### src/sv/bst_pkg.sv
// Shared types and constants for the bounded set table.
// Used by the controller, the datapath, the top level and the checker.
package bst_pkg;

  localparam int VALUE_W = 32;
  localparam int OP_W    = 2;
  localparam int POS_W   = 4;
  localparam int LIMIT_W = 5;

  localparam logic [LIMIT_W-1:0] LIMIT_RESET = 5'd16;

  localparam logic [OP_W-1:0] OP_INSERT = 2'd0;
  localparam logic [OP_W-1:0] OP_REMOVE = 2'd1;
  localparam logic [OP_W-1:0] OP_LOOKUP = 2'd2;

  typedef struct packed {
    logic [OP_W-1:0]           op;
    logic signed [VALUE_W-1:0] value;
  } in_t;

  typedef struct packed {
    logic               success;
    logic [POS_W-1:0]   position;
    logic [LIMIT_W-1:0] entry_count;
    logic               is_full;
    logic               is_empty;
  } out_t;

  typedef enum logic {
    ST_IDLE,
    ST_EXEC
  } state_t;

  typedef struct packed {
    logic load;    // capture the incoming item
    logic exec;    // compare, update the cells and load the result
    logic cfg_we;  // write the capacity limit
  } dp_cmd_t;

endpackage

### src/sv/bounded_set_table.sv
// Bounded set table: a set of distinct 32-bit signed values kept in insertion
// order, with a writable capacity limit (reset 16, saturating at CAPACITY).
// Each item is an insert, remove or lookup and yields one result. An item is
// first captured, then executed: all cells are compared in parallel and the
// append or the shift-down is written back together with the result register.
// A new item is not taken until the last one has been executed.
// The execute step waits while an earlier result is still stalled at the
// output. Entries are registers that reset leaves undefined; only the count
// is cleared and the limit set to 16. cfg_ready is always high.
module bounded_set_table #(
  parameter int CAPACITY = 16
) (
  input  logic                        clk,
  input  logic                        rst_n,
  input  logic                        in_valid,
  output logic                        in_stall,
  input  bst_pkg::in_t                in_data,
  output logic                        out_valid,
  input  logic                        out_stall,
  output bst_pkg::out_t               out_data,
  input  logic                        cfg_valid,
  output logic                        cfg_ready,
  input  logic [bst_pkg::LIMIT_W-1:0] cfg_data
);
  import bst_pkg::*;

  dp_cmd_t cmd;

  bst_ctrl u_ctrl (
    .clk       (clk),
    .rst_n     (rst_n),
    .in_valid  (in_valid),
    .in_stall  (in_stall),
    .out_valid (out_valid),
    .out_stall (out_stall),
    .cfg_valid (cfg_valid),
    .cfg_ready (cfg_ready),
    .cmd       (cmd)
  );

  bst_dp #(
    .CAPACITY (CAPACITY)
  ) u_dp (
    .clk      (clk),
    .rst_n    (rst_n),
    .in_data  (in_data),
    .cfg_data (cfg_data),
    .cmd      (cmd),
    .out_data (out_data)
  );

endmodule

### src/sv/bst_ctrl.sv
// Controller for the bounded set table: handshakes and sequencing.
// Depends on bst_pkg for the state and command types.
module bst_ctrl (
  input  logic            clk,
  input  logic            rst_n,
  input  logic            in_valid,
  output logic            in_stall,
  output logic            out_valid,
  input  logic            out_stall,
  input  logic            cfg_valid,
  output logic            cfg_ready,
  output bst_pkg::dp_cmd_t cmd
);
  import bst_pkg::*;

  state_t state_r, state_nxt;
  logic   out_valid_r, out_valid_nxt;
  logic   slot_free;

  // The result register can take a new value when empty or being drained
  assign slot_free = !out_valid_r || !out_stall;

  always_comb begin
    state_nxt = state_r;
    unique case (state_r)
      ST_IDLE: begin
        if (in_valid) state_nxt = ST_EXEC;
      end
      ST_EXEC: begin
        if (slot_free) state_nxt = ST_IDLE;
      end
      default: state_nxt = ST_IDLE;
    endcase
  end

  always_comb begin
    in_stall   = 1'b1;
    cmd        = '0;
    cmd.cfg_we = cfg_valid;
    unique case (state_r)
      ST_IDLE: begin
        in_stall = 1'b0;
        cmd.load = in_valid;
      end
      ST_EXEC: begin
        cmd.exec = slot_free;
      end
      default: begin
        in_stall = 1'b1;
      end
    endcase
  end

  always_comb begin
    out_valid_nxt = out_valid_r;
    if (cmd.exec) begin
      out_valid_nxt = 1'b1;
    end else if (out_valid_r && !out_stall) begin
      out_valid_nxt = 1'b0;
    end
  end

  always_ff @(posedge clk) begin
    if (!rst_n) begin
      state_r     <= ST_IDLE;
      out_valid_r <= 1'b0;
    end else begin
      state_r     <= state_nxt;
      out_valid_r <= out_valid_nxt;
    end
  end

  assign out_valid = out_valid_r;
  assign cfg_ready = 1'b1;

endmodule

### src/sv/bst_dp.sv
// Datapath for the bounded set table: value cells, count, limit and result.
// Depends on bst_pkg; driven by the command struct from bst_ctrl.
module bst_dp #(
  parameter int CAPACITY = 16
) (
  input  logic                        clk,
  input  logic                        rst_n,
  input  bst_pkg::in_t                in_data,
  input  logic [bst_pkg::LIMIT_W-1:0] cfg_data,
  input  bst_pkg::dp_cmd_t            cmd,
  output bst_pkg::out_t               out_data
);
  import bst_pkg::*;

  localparam int CW = $clog2(CAPACITY + 1);
  localparam int IW = $clog2(CAPACITY);
  localparam int EW = (CW > LIMIT_W) ? CW : LIMIT_W;
  localparam int PW = (IW > POS_W) ? IW : POS_W;

  in_t                item_r;
  logic [LIMIT_W-1:0] limit_r;
  logic [CW-1:0]      count_r, count_nxt;
  logic [VALUE_W-1:0] cell_r   [CAPACITY];
  logic [VALUE_W-1:0] cell_nxt [CAPACITY];
  out_t               out_r, out_nxt;

  logic [CAPACITY-1:0] hit;
  logic                found;
  logic [IW-1:0]       where;
  logic [EW-1:0]       eff_limit, limit_ext, count_ext, count_nxt_ext;
  logic [PW-1:0]       where_ext;
  logic                do_ins, do_rem, look_hit;

  // Parallel compare over the live cells; values are distinct so at most one hits
  always_comb begin
    for (int i = 0; i < CAPACITY; i++) begin
      hit[i] = (cell_r[i] == item_r.value) && (CW'(i) < count_r);
    end
  end

  always_comb begin
    where = '0;
    for (int i = 0; i < CAPACITY; i++) begin
      if (hit[i]) where = where | IW'(i);
    end
  end

  assign found     = |hit;
  assign limit_ext = EW'(limit_r);
  assign eff_limit = (limit_ext > EW'(CAPACITY)) ? EW'(CAPACITY) : limit_ext;
  assign count_ext = EW'(count_r);

  assign do_ins   = (item_r.op == OP_INSERT) && !found && (count_ext < eff_limit);
  assign do_rem   = (item_r.op == OP_REMOVE) && found;
  assign look_hit = (item_r.op == OP_LOOKUP) && found;

  always_comb begin
    count_nxt = count_r;
    if (do_ins) begin
      count_nxt = count_r + CW'(1);
    end else if (do_rem) begin
      count_nxt = count_r - CW'(1);
    end
  end

  // Append at the count, or close the gap by moving later cells down one place
  always_comb begin
    for (int i = 0; i < CAPACITY; i++) begin
      cell_nxt[i] = cell_r[i];
      if (do_ins && (CW'(i) == count_r)) begin
        cell_nxt[i] = item_r.value;
      end else if (do_rem && (i < CAPACITY - 1) && (IW'(i) >= where)) begin
        cell_nxt[i] = cell_r[(i < CAPACITY - 1) ? i + 1 : i];
      end
    end
  end

  assign count_nxt_ext = EW'(count_nxt);
  assign where_ext     = PW'(where);

  always_comb begin
    out_nxt             = '0;
    out_nxt.success     = do_ins || do_rem || look_hit;
    out_nxt.position    = look_hit ? where_ext[POS_W-1:0] : '0;
    out_nxt.entry_count = count_nxt_ext[LIMIT_W-1:0];
    out_nxt.is_full     = (count_nxt_ext >= eff_limit);
    out_nxt.is_empty    = (count_nxt == '0);
  end

  always_ff @(posedge clk) begin
    if (!rst_n) begin
      count_r <= '0;
      limit_r <= LIMIT_RESET;
    end else begin
      if (cmd.exec)   count_r <= count_nxt;
      if (cmd.cfg_we) limit_r <= cfg_data;
    end
  end

  always_ff @(posedge clk) begin
    if (cmd.load) item_r <= in_data;
    if (cmd.exec) begin
      cell_r <= cell_nxt;
      out_r  <= out_nxt;
    end
  end

  assign out_data = out_r;

endmodule

### config.mk
export PLATFORM = sky130hd
export DESIGN_NAME = bounded_set_table
export DESIGN_NICKNAME = d
export VERILOG_FILES = /design/src/sv/bst_pkg.sv /design/src/sv/bounded_set_table.sv /design/src/sv/bst_ctrl.sv /design/src/sv/bst_dp.sv
export SDC_FILE = /design/constraint.sdc
export NUM_CORES = 1
export LEC_CHECK = 0
export BUFFER_PORTS_ARGS = -buffer_cell sky130_fd_sc_hd__buf_4
export CORE_MARGIN = 3
export CORE_UTILIZATION = 40
export CTS_CLUSTER_DIAMETER = 80
export DETAILED_ROUTE_END_ITERATION = 8
export MAX_ROUTING_LAYER = met4
export PLACE_DENSITY = 0.64
export SLEW_MARGIN = 20
export SYNTH_ARGS = -nofsm -noshare
export SYNTH_HDL_FRONTEND = slang
export SYNTH_HIERARCHICAL = 1
export SYNTH_SLANG_ARGS = --single-unit
export TNS_END_PERCENT = 10
### constraint.sdc
create_clock -name clk -period 7.88 [get_ports clk]
set_input_delay 0.788 -clock clk [delete_from_list [all_inputs] [get_ports clk]]
set_output_delay 0.788 -clock clk [all_outputs]
set_load 0.01 [all_outputs]
# Word-level counts from Yosys, hierarchy flattened
# Cells that the tools add are included.
# op_classes
add_sub_neg	2
order_cmp	34
n_eq_ne	33
muxes	56
bitwise	1
reduce_logical	94
# ops
operator	n
32-bit two-way mux	30
32-bit equality test	16
1-bit logical AND	52
4-bit by 5-bit equality test with 1-bit output (first input constant)	8
4-bit by 5-bit < comparator with 1-bit output (first input constant)	8
4-bit two-way mux	8
2-bit AND reduction	16
2-bit nonzero test	16
4-bit greater-or-equal comparator (first input constant)	7
3-bit by 5-bit equality test with 1-bit output (first input constant)	4
3-bit by 5-bit < comparator with 1-bit output (first input constant)	4
3-bit by 4-bit greater-or-equal comparator with 1-bit output (first input constant)	4
16-bit OR reduction	1
5-bit two-way mux	3
3-bit two-way mux	4
2-bit by 5-bit equality test with 1-bit output (first input constant)	2
5-bit logical NOT	2
1-bit by 5-bit < comparator with 1-bit output (first input constant)	2
2-bit by 5-bit < comparator with 1-bit output (first input constant)	2
1-bit by 4-bit greater-or-equal comparator with 1-bit output (first input constant)	2
2-bit by 4-bit greater-or-equal comparator with 1-bit output (first input constant)	2
1-bit two-way mux	8
5-bit by 1-bit adder with 5-bit output (second input constant)	1
1-bit by 5-bit equality test with 1-bit output (first input constant)	1
other kinds (12)	17
# word_totals
reg_bits	570
input_bits	44
out_inout_bits	15
wordCells	247

# Logic depth before layout (Yosys ltp)
# depth
ltp_word	21
ltp_mapped	18

# Cells and area by module
# Netlist, hierarchy kept.
# modules_own_cells
module	n_inst	cells_per_inst	area_each_um2	seq_area_each_um2
bst_dp	1	2330	31888.1	16956.3
bst_ctrl	1	12	105.1	40.0

# Least setup slack after synthesis
# OpenSTA, ideal clock, no wires.
# synth_path
kind	register to register
from	register u_dp/item_r[20] (netlist bit)
to	register u_dp/cell_r[0] (netlist bit), enable pin
setup_ps	501
arrival_time_ps	5231
required_time_ps	7379
setup_slack_ps	2147
path_stages_with_launch	13
n_path_buf	3
synth_period_minus_slack_ps	5733
cell_sequence	edfxtp_1 buf_4 buf_6 buf_4 xor2_1 nor4_1 nand4_1 nor3_1 nor4_1 nand4_4 nor2_8 nand2_1 nor4_1
# synth_between
elab_chain_cells	8
word_cells_on_any_way	38
# synth_lines
item	line	source
from (decl)	bst_dp.sv:20	in_t item_r;
from (signal assigned)	bst_dp.sv:101	if (cmd.load) item_r <= in_data;
32-bit equality test	bst_dp.sv:37	hit[i] = (cell_r[i] == item_r.value) && (CW'(i) < count_r);
1-bit logical AND	bst_dp.sv:37	
16-bit OR reduction (*)	bst_dp.sv:48	assign found = |hit;
1-bit logical NOT (*)	bst_dp.sv:53	assign do_ins = (item_r.op == OP_INSERT) && !found && (count_ext < eff_limit);
1-bit logical AND (*) (2 in a row)	bst_dp.sv:53	
1-bit logical AND (*)	bst_dp.sv:70	if (do_ins && (CW'(i) == count_r)) begin
2-bit AND reduction (no source line) (*)	n/a	
to (signal assigned)	bst_dp.sv:103	cell_r <= cell_nxt;
to (decl)	bst_dp.sv:23	logic [VALUE_W-1:0] cell_r [CAPACITY];
# Every way passes the cells marked *; elsewhere a longest branch is shown, timed or not.
# A chain may end at the register's enable or synchronous reset.

==> results.py <==
metrics = {
    "clocking": {
        "clkSinkCount": 570,
        "htree_levels": 3,
        "cts_hold_buf": 0,
        "ctsResizeCount": 0,
        "cts_buffers": 67,
        "insertion_delay_ns": 0.62,
        "clockBufferDepth": 3,
        "cts_setup_buffers": 0,
        "cts.reportedPaths.clkPinSlew_ns": 0.06,
        "cts_tree": "built",
        "clock-root-buffer": "clkbuf_16",
    },
    "power_and_ir_drop": {
        "p_comb_frac": 0.065,
        "p_sw_mw": 1.65,
        "p_clk_frac": 0.453,
        "p_per_area_mw_per_mm2": 195,
        "sw_frac_of_total": 0.238,
        "leakage_nw": 11.8,
        "max-vdd-ir-drop_mv": 0.146,
        "intPower_mw": 5.26,
        "seqPwrFrac": 0.482,
    },
    "drt": {
        "dr.pass1.iters": 7,
        "drtIter0Drc": 2233,
        "viasPerCell": 5.91,
        "wl_per_cell_um": 28.4,
        "vias": 20430,
        "drt-total-wl_um": 98100,
        "ant_nets": 0,
        "route.detailed.drc": 0,
    },
    "finish": {
        "n_antenna_cell": 0,
        "layout_commonest_cell": "edfxtp_1",
        "fin_cells": 3458,
        "final_cell_mix": "558 x edfxtp_1, 431 x mux2_2, 429 x xor2_1",
        "fillers": 7101,
        "nets": 2412,
        "syn2layout_area_growth_pct": 10.7,
        "drive_gt1_frac": 0.304,
    },
    "timing": {
        "drv_slew": 0,
        "period_share": 0.723,
        "slew_headroom": 0.186,
        "hold_viol_final": 0,
        "worst_clock_skew_ns": 0.0429,
        "fin_setup_tns_ns": 0,
        "tightest_slew_ns": 1.20,
        "fmax_ghz": 0.176,
        "min_period_ns": 5.70,
        "rsz0062_at_grt": "no",
        "setup_viol": 0,
    },
    "global_routing": {
        "grt_overflow_total": 0,
        "grt_max_degree": 36,
        "grt_pass1_vias": 20419,
        "antenna_found_initial": 5,
        "grt_use_total": 0.239,
        "grt_pass1_wl_um": 142000,
    },
    "synthesis": {
        "synth_area_leaders": "edfxtp_1 52%, mux2_2 15%, xor2_1 12%",
        "ys_types": 59,
        "synth_enable_flop_cells": 558,
        "syn_area_per_cell_um2": 13.7,
        "synth_nets": 2399,
        "ys_seq_area_frac": 0.531,
        "yosys.area_share.simple": 0.0938,
        "synth_seq_cells": 570,
        "synth_compound_area_frac": 0.0103,
        "synth_top_area_frac": 0.524,
        "synth_xor_area_frac": 0.142,
        "synthAdderAreaFrac": 0.00540,
        "synth_top_family_by_area": "multiplexers",
        "synth_area_leader_cell": "edfxtp_1",
        "synthArstFlopShare": 0,
        "netlist_area_mm2": 0.0320,
        "syn_inst": 2342,
        "synthFlopType": "edfxtp_1",
        "yosys_warnings": 6,
        "synthMuxAreaShare": 0.175,
    },
    "placement": {
        "dp.final_hpwl_um": 68000,
        "gp_congestion": 0.997,
        "portBuffers": 57,
        "dpl.cell_count": 3333,
    },
    "worst_setup_path": {
        "critPathCaptureType": "flip-flop",
        "worst-path-max-fanout": 17,
        "worstPathArrival_ns": 6.06,
        "critPathKind": "flip-flop to flip-flop",
        "cp-start-kind": "flip-flop",
        "cp.required_ns": 8.24,
    },
    "die": {
        "num_rows": 103,
        "core_mm2": 0.0791,
        "pin_count": 59,
        "dieArea_mm2": 0.0834,
        "die_x_um": 289,
        "initial_core_util": 0.404,
        "die_height_um": 289,
    },
    "outcome": {
        "status": "completed",
    },
    "flow_run": {
        "cap_violations": 0,
    },
    "worst_hold_path": {
        "hold_path_class": "primary input to flip-flop",
    },
}
metrics by stage:
step / hold slack, ns / util / worst slack (ns) / power [mW] / area, µm²
2_1_floorplan: 0.421 / - / 2.15 / 3.68 / 32000
3_3_place_gp: 0.484 / 0.419 / 2.42 / 3.83 / 33100
3_5_place_dp: 0.504 / 0.419 / 2.36 / 3.83 / 33100
4_1_cts: 0.308 / 0.447 / 2.34 / 6.95 / 35300
5_1_grt: 0.313 / 0.448 / 2.07 / 7.12 / 35400
6_report: 0.346 / 0.448 / 2.18 / 6.91 / 35400
worst paths after layout:
kind / start / endpoint / slack [ns] / cells after the start
min reg2reg: u_dp/limit_ext[3] / u_dp/limit_ext[3] / 0.52 / 2
min: in_data[16] / u_dp/item_r[16] / 0.35 / 1
max: u_dp/item_r[31] / u_dp/out_data[1] / 2.18 / 16
max reg2reg: u_dp/item_r[31] / u_dp/out_data[1] / 2.18 / 16
power groups by stage:
stage | clock network (mW) | registers [mW] | logic [mW]
finish | 3.13 | 3.33 | 0.448
global route | 3.32 | 3.33 | 0.468
CTS | 3.18 | 3.33 | 0.435
detailed placement | 0 | 3.40 | 0.432
global placement | 0 | 3.40 | 0.433
floorplan | 0 | 3.38 | 0.301
kinds of logic (layout without fill, tap and decap cells):
kind of cell | Yosys count | count (layout)
other cells | 1 | 1
simple gates | 493 | 493
flops | 570 | 570
fa+ha+maj | 14 | 14
compound gates | 51 | 51
xor+xnor | 519 | 519
mux | 488 | 488
buf+inv | 206 | 272
state kept, by name, summed over array words and instances, names as in the netlist:
register and cells:
u_ctrl/out_valid 1, u_dp/cell_r 512, u_dp/count_ext 5, u_dp/item_r 34, u_ctrl/state_r 1, u_dp/out_data 12
u_dp/limit_ext 5
synthesized netlist by cell type (6+ instances only):
| library cell | number |
|---|---|
| edfxtp_1 | 558 |
| mux2_2 | 431 |
| xor2_1 | 429 |
| nor4_1 | 174 |
| xnor2_1 | 90 |
| buf_2 | 63 |
| nand4_1 | 58 |
| nor2_1 | 50 |
| buf_6 | 45 |
| buf_4 | 42 |
| clkbuf_1 | 42 |
| nand3_1 | 37 |
| nand2_1 | 33 |
| nor3_1 | 32 |
| mux2_4 | 29 |
| mux2_1 | 23 |
| nor4b_1 | 20 |
| a21oi_1 | 18 |
| inv_1 | 14 |
| ha_1 | 13 |
| dfxtp_1 | 12 |
| or3_1 | 12 |
| nand4b_1 | 11 |
| and3_1 | 9 |
| o21a_1 | 9 |
| nor2b_1 | 8 |
| a21o_1 | 7 |
| and2_1 | 6 |
| nand2b_1 | 6 |
| or4_1 | 6 |
layout make-up:
class                   count  area, µm²  area share
inverters                  14       52.6     0.00148
multi-input cells        1566      13800       0.388
flip-flops and latches    570      17000       0.480
repair buffers            136       1110      0.0312
clock inverters            44        448      0.0126
clock buffers              78       1760      0.0497
well taps                1050       1310      0.0371
metal layers:
metal / routed length [µm] / GRT usage
met5: 0 / -
met3: 7290 / 0.0426
met2: 45700 / 0.371
met4: 3530 / 0.0789
met1: 41600 / 0.318
critical path: stages (launching register included):
cell and delay [ns]:
edfxtp_1 0.96, buf_4 0.42, xor2_1 0.14, nor4_1 0.32, nand4_1 0.13, nor4b_1 1.03
nor4_4 0.10, nand4_4 0.24, mux2_2 0.40, xnor2_1 0.28, inv_1 0.08, ha_1 0.29
nand2b_1 0.14, a21o_1 0.17, a21o_1 0.17, maj3_1 0.36, a21o_1 0.19
No activity file was read; power rests on OpenSTA's default activity.
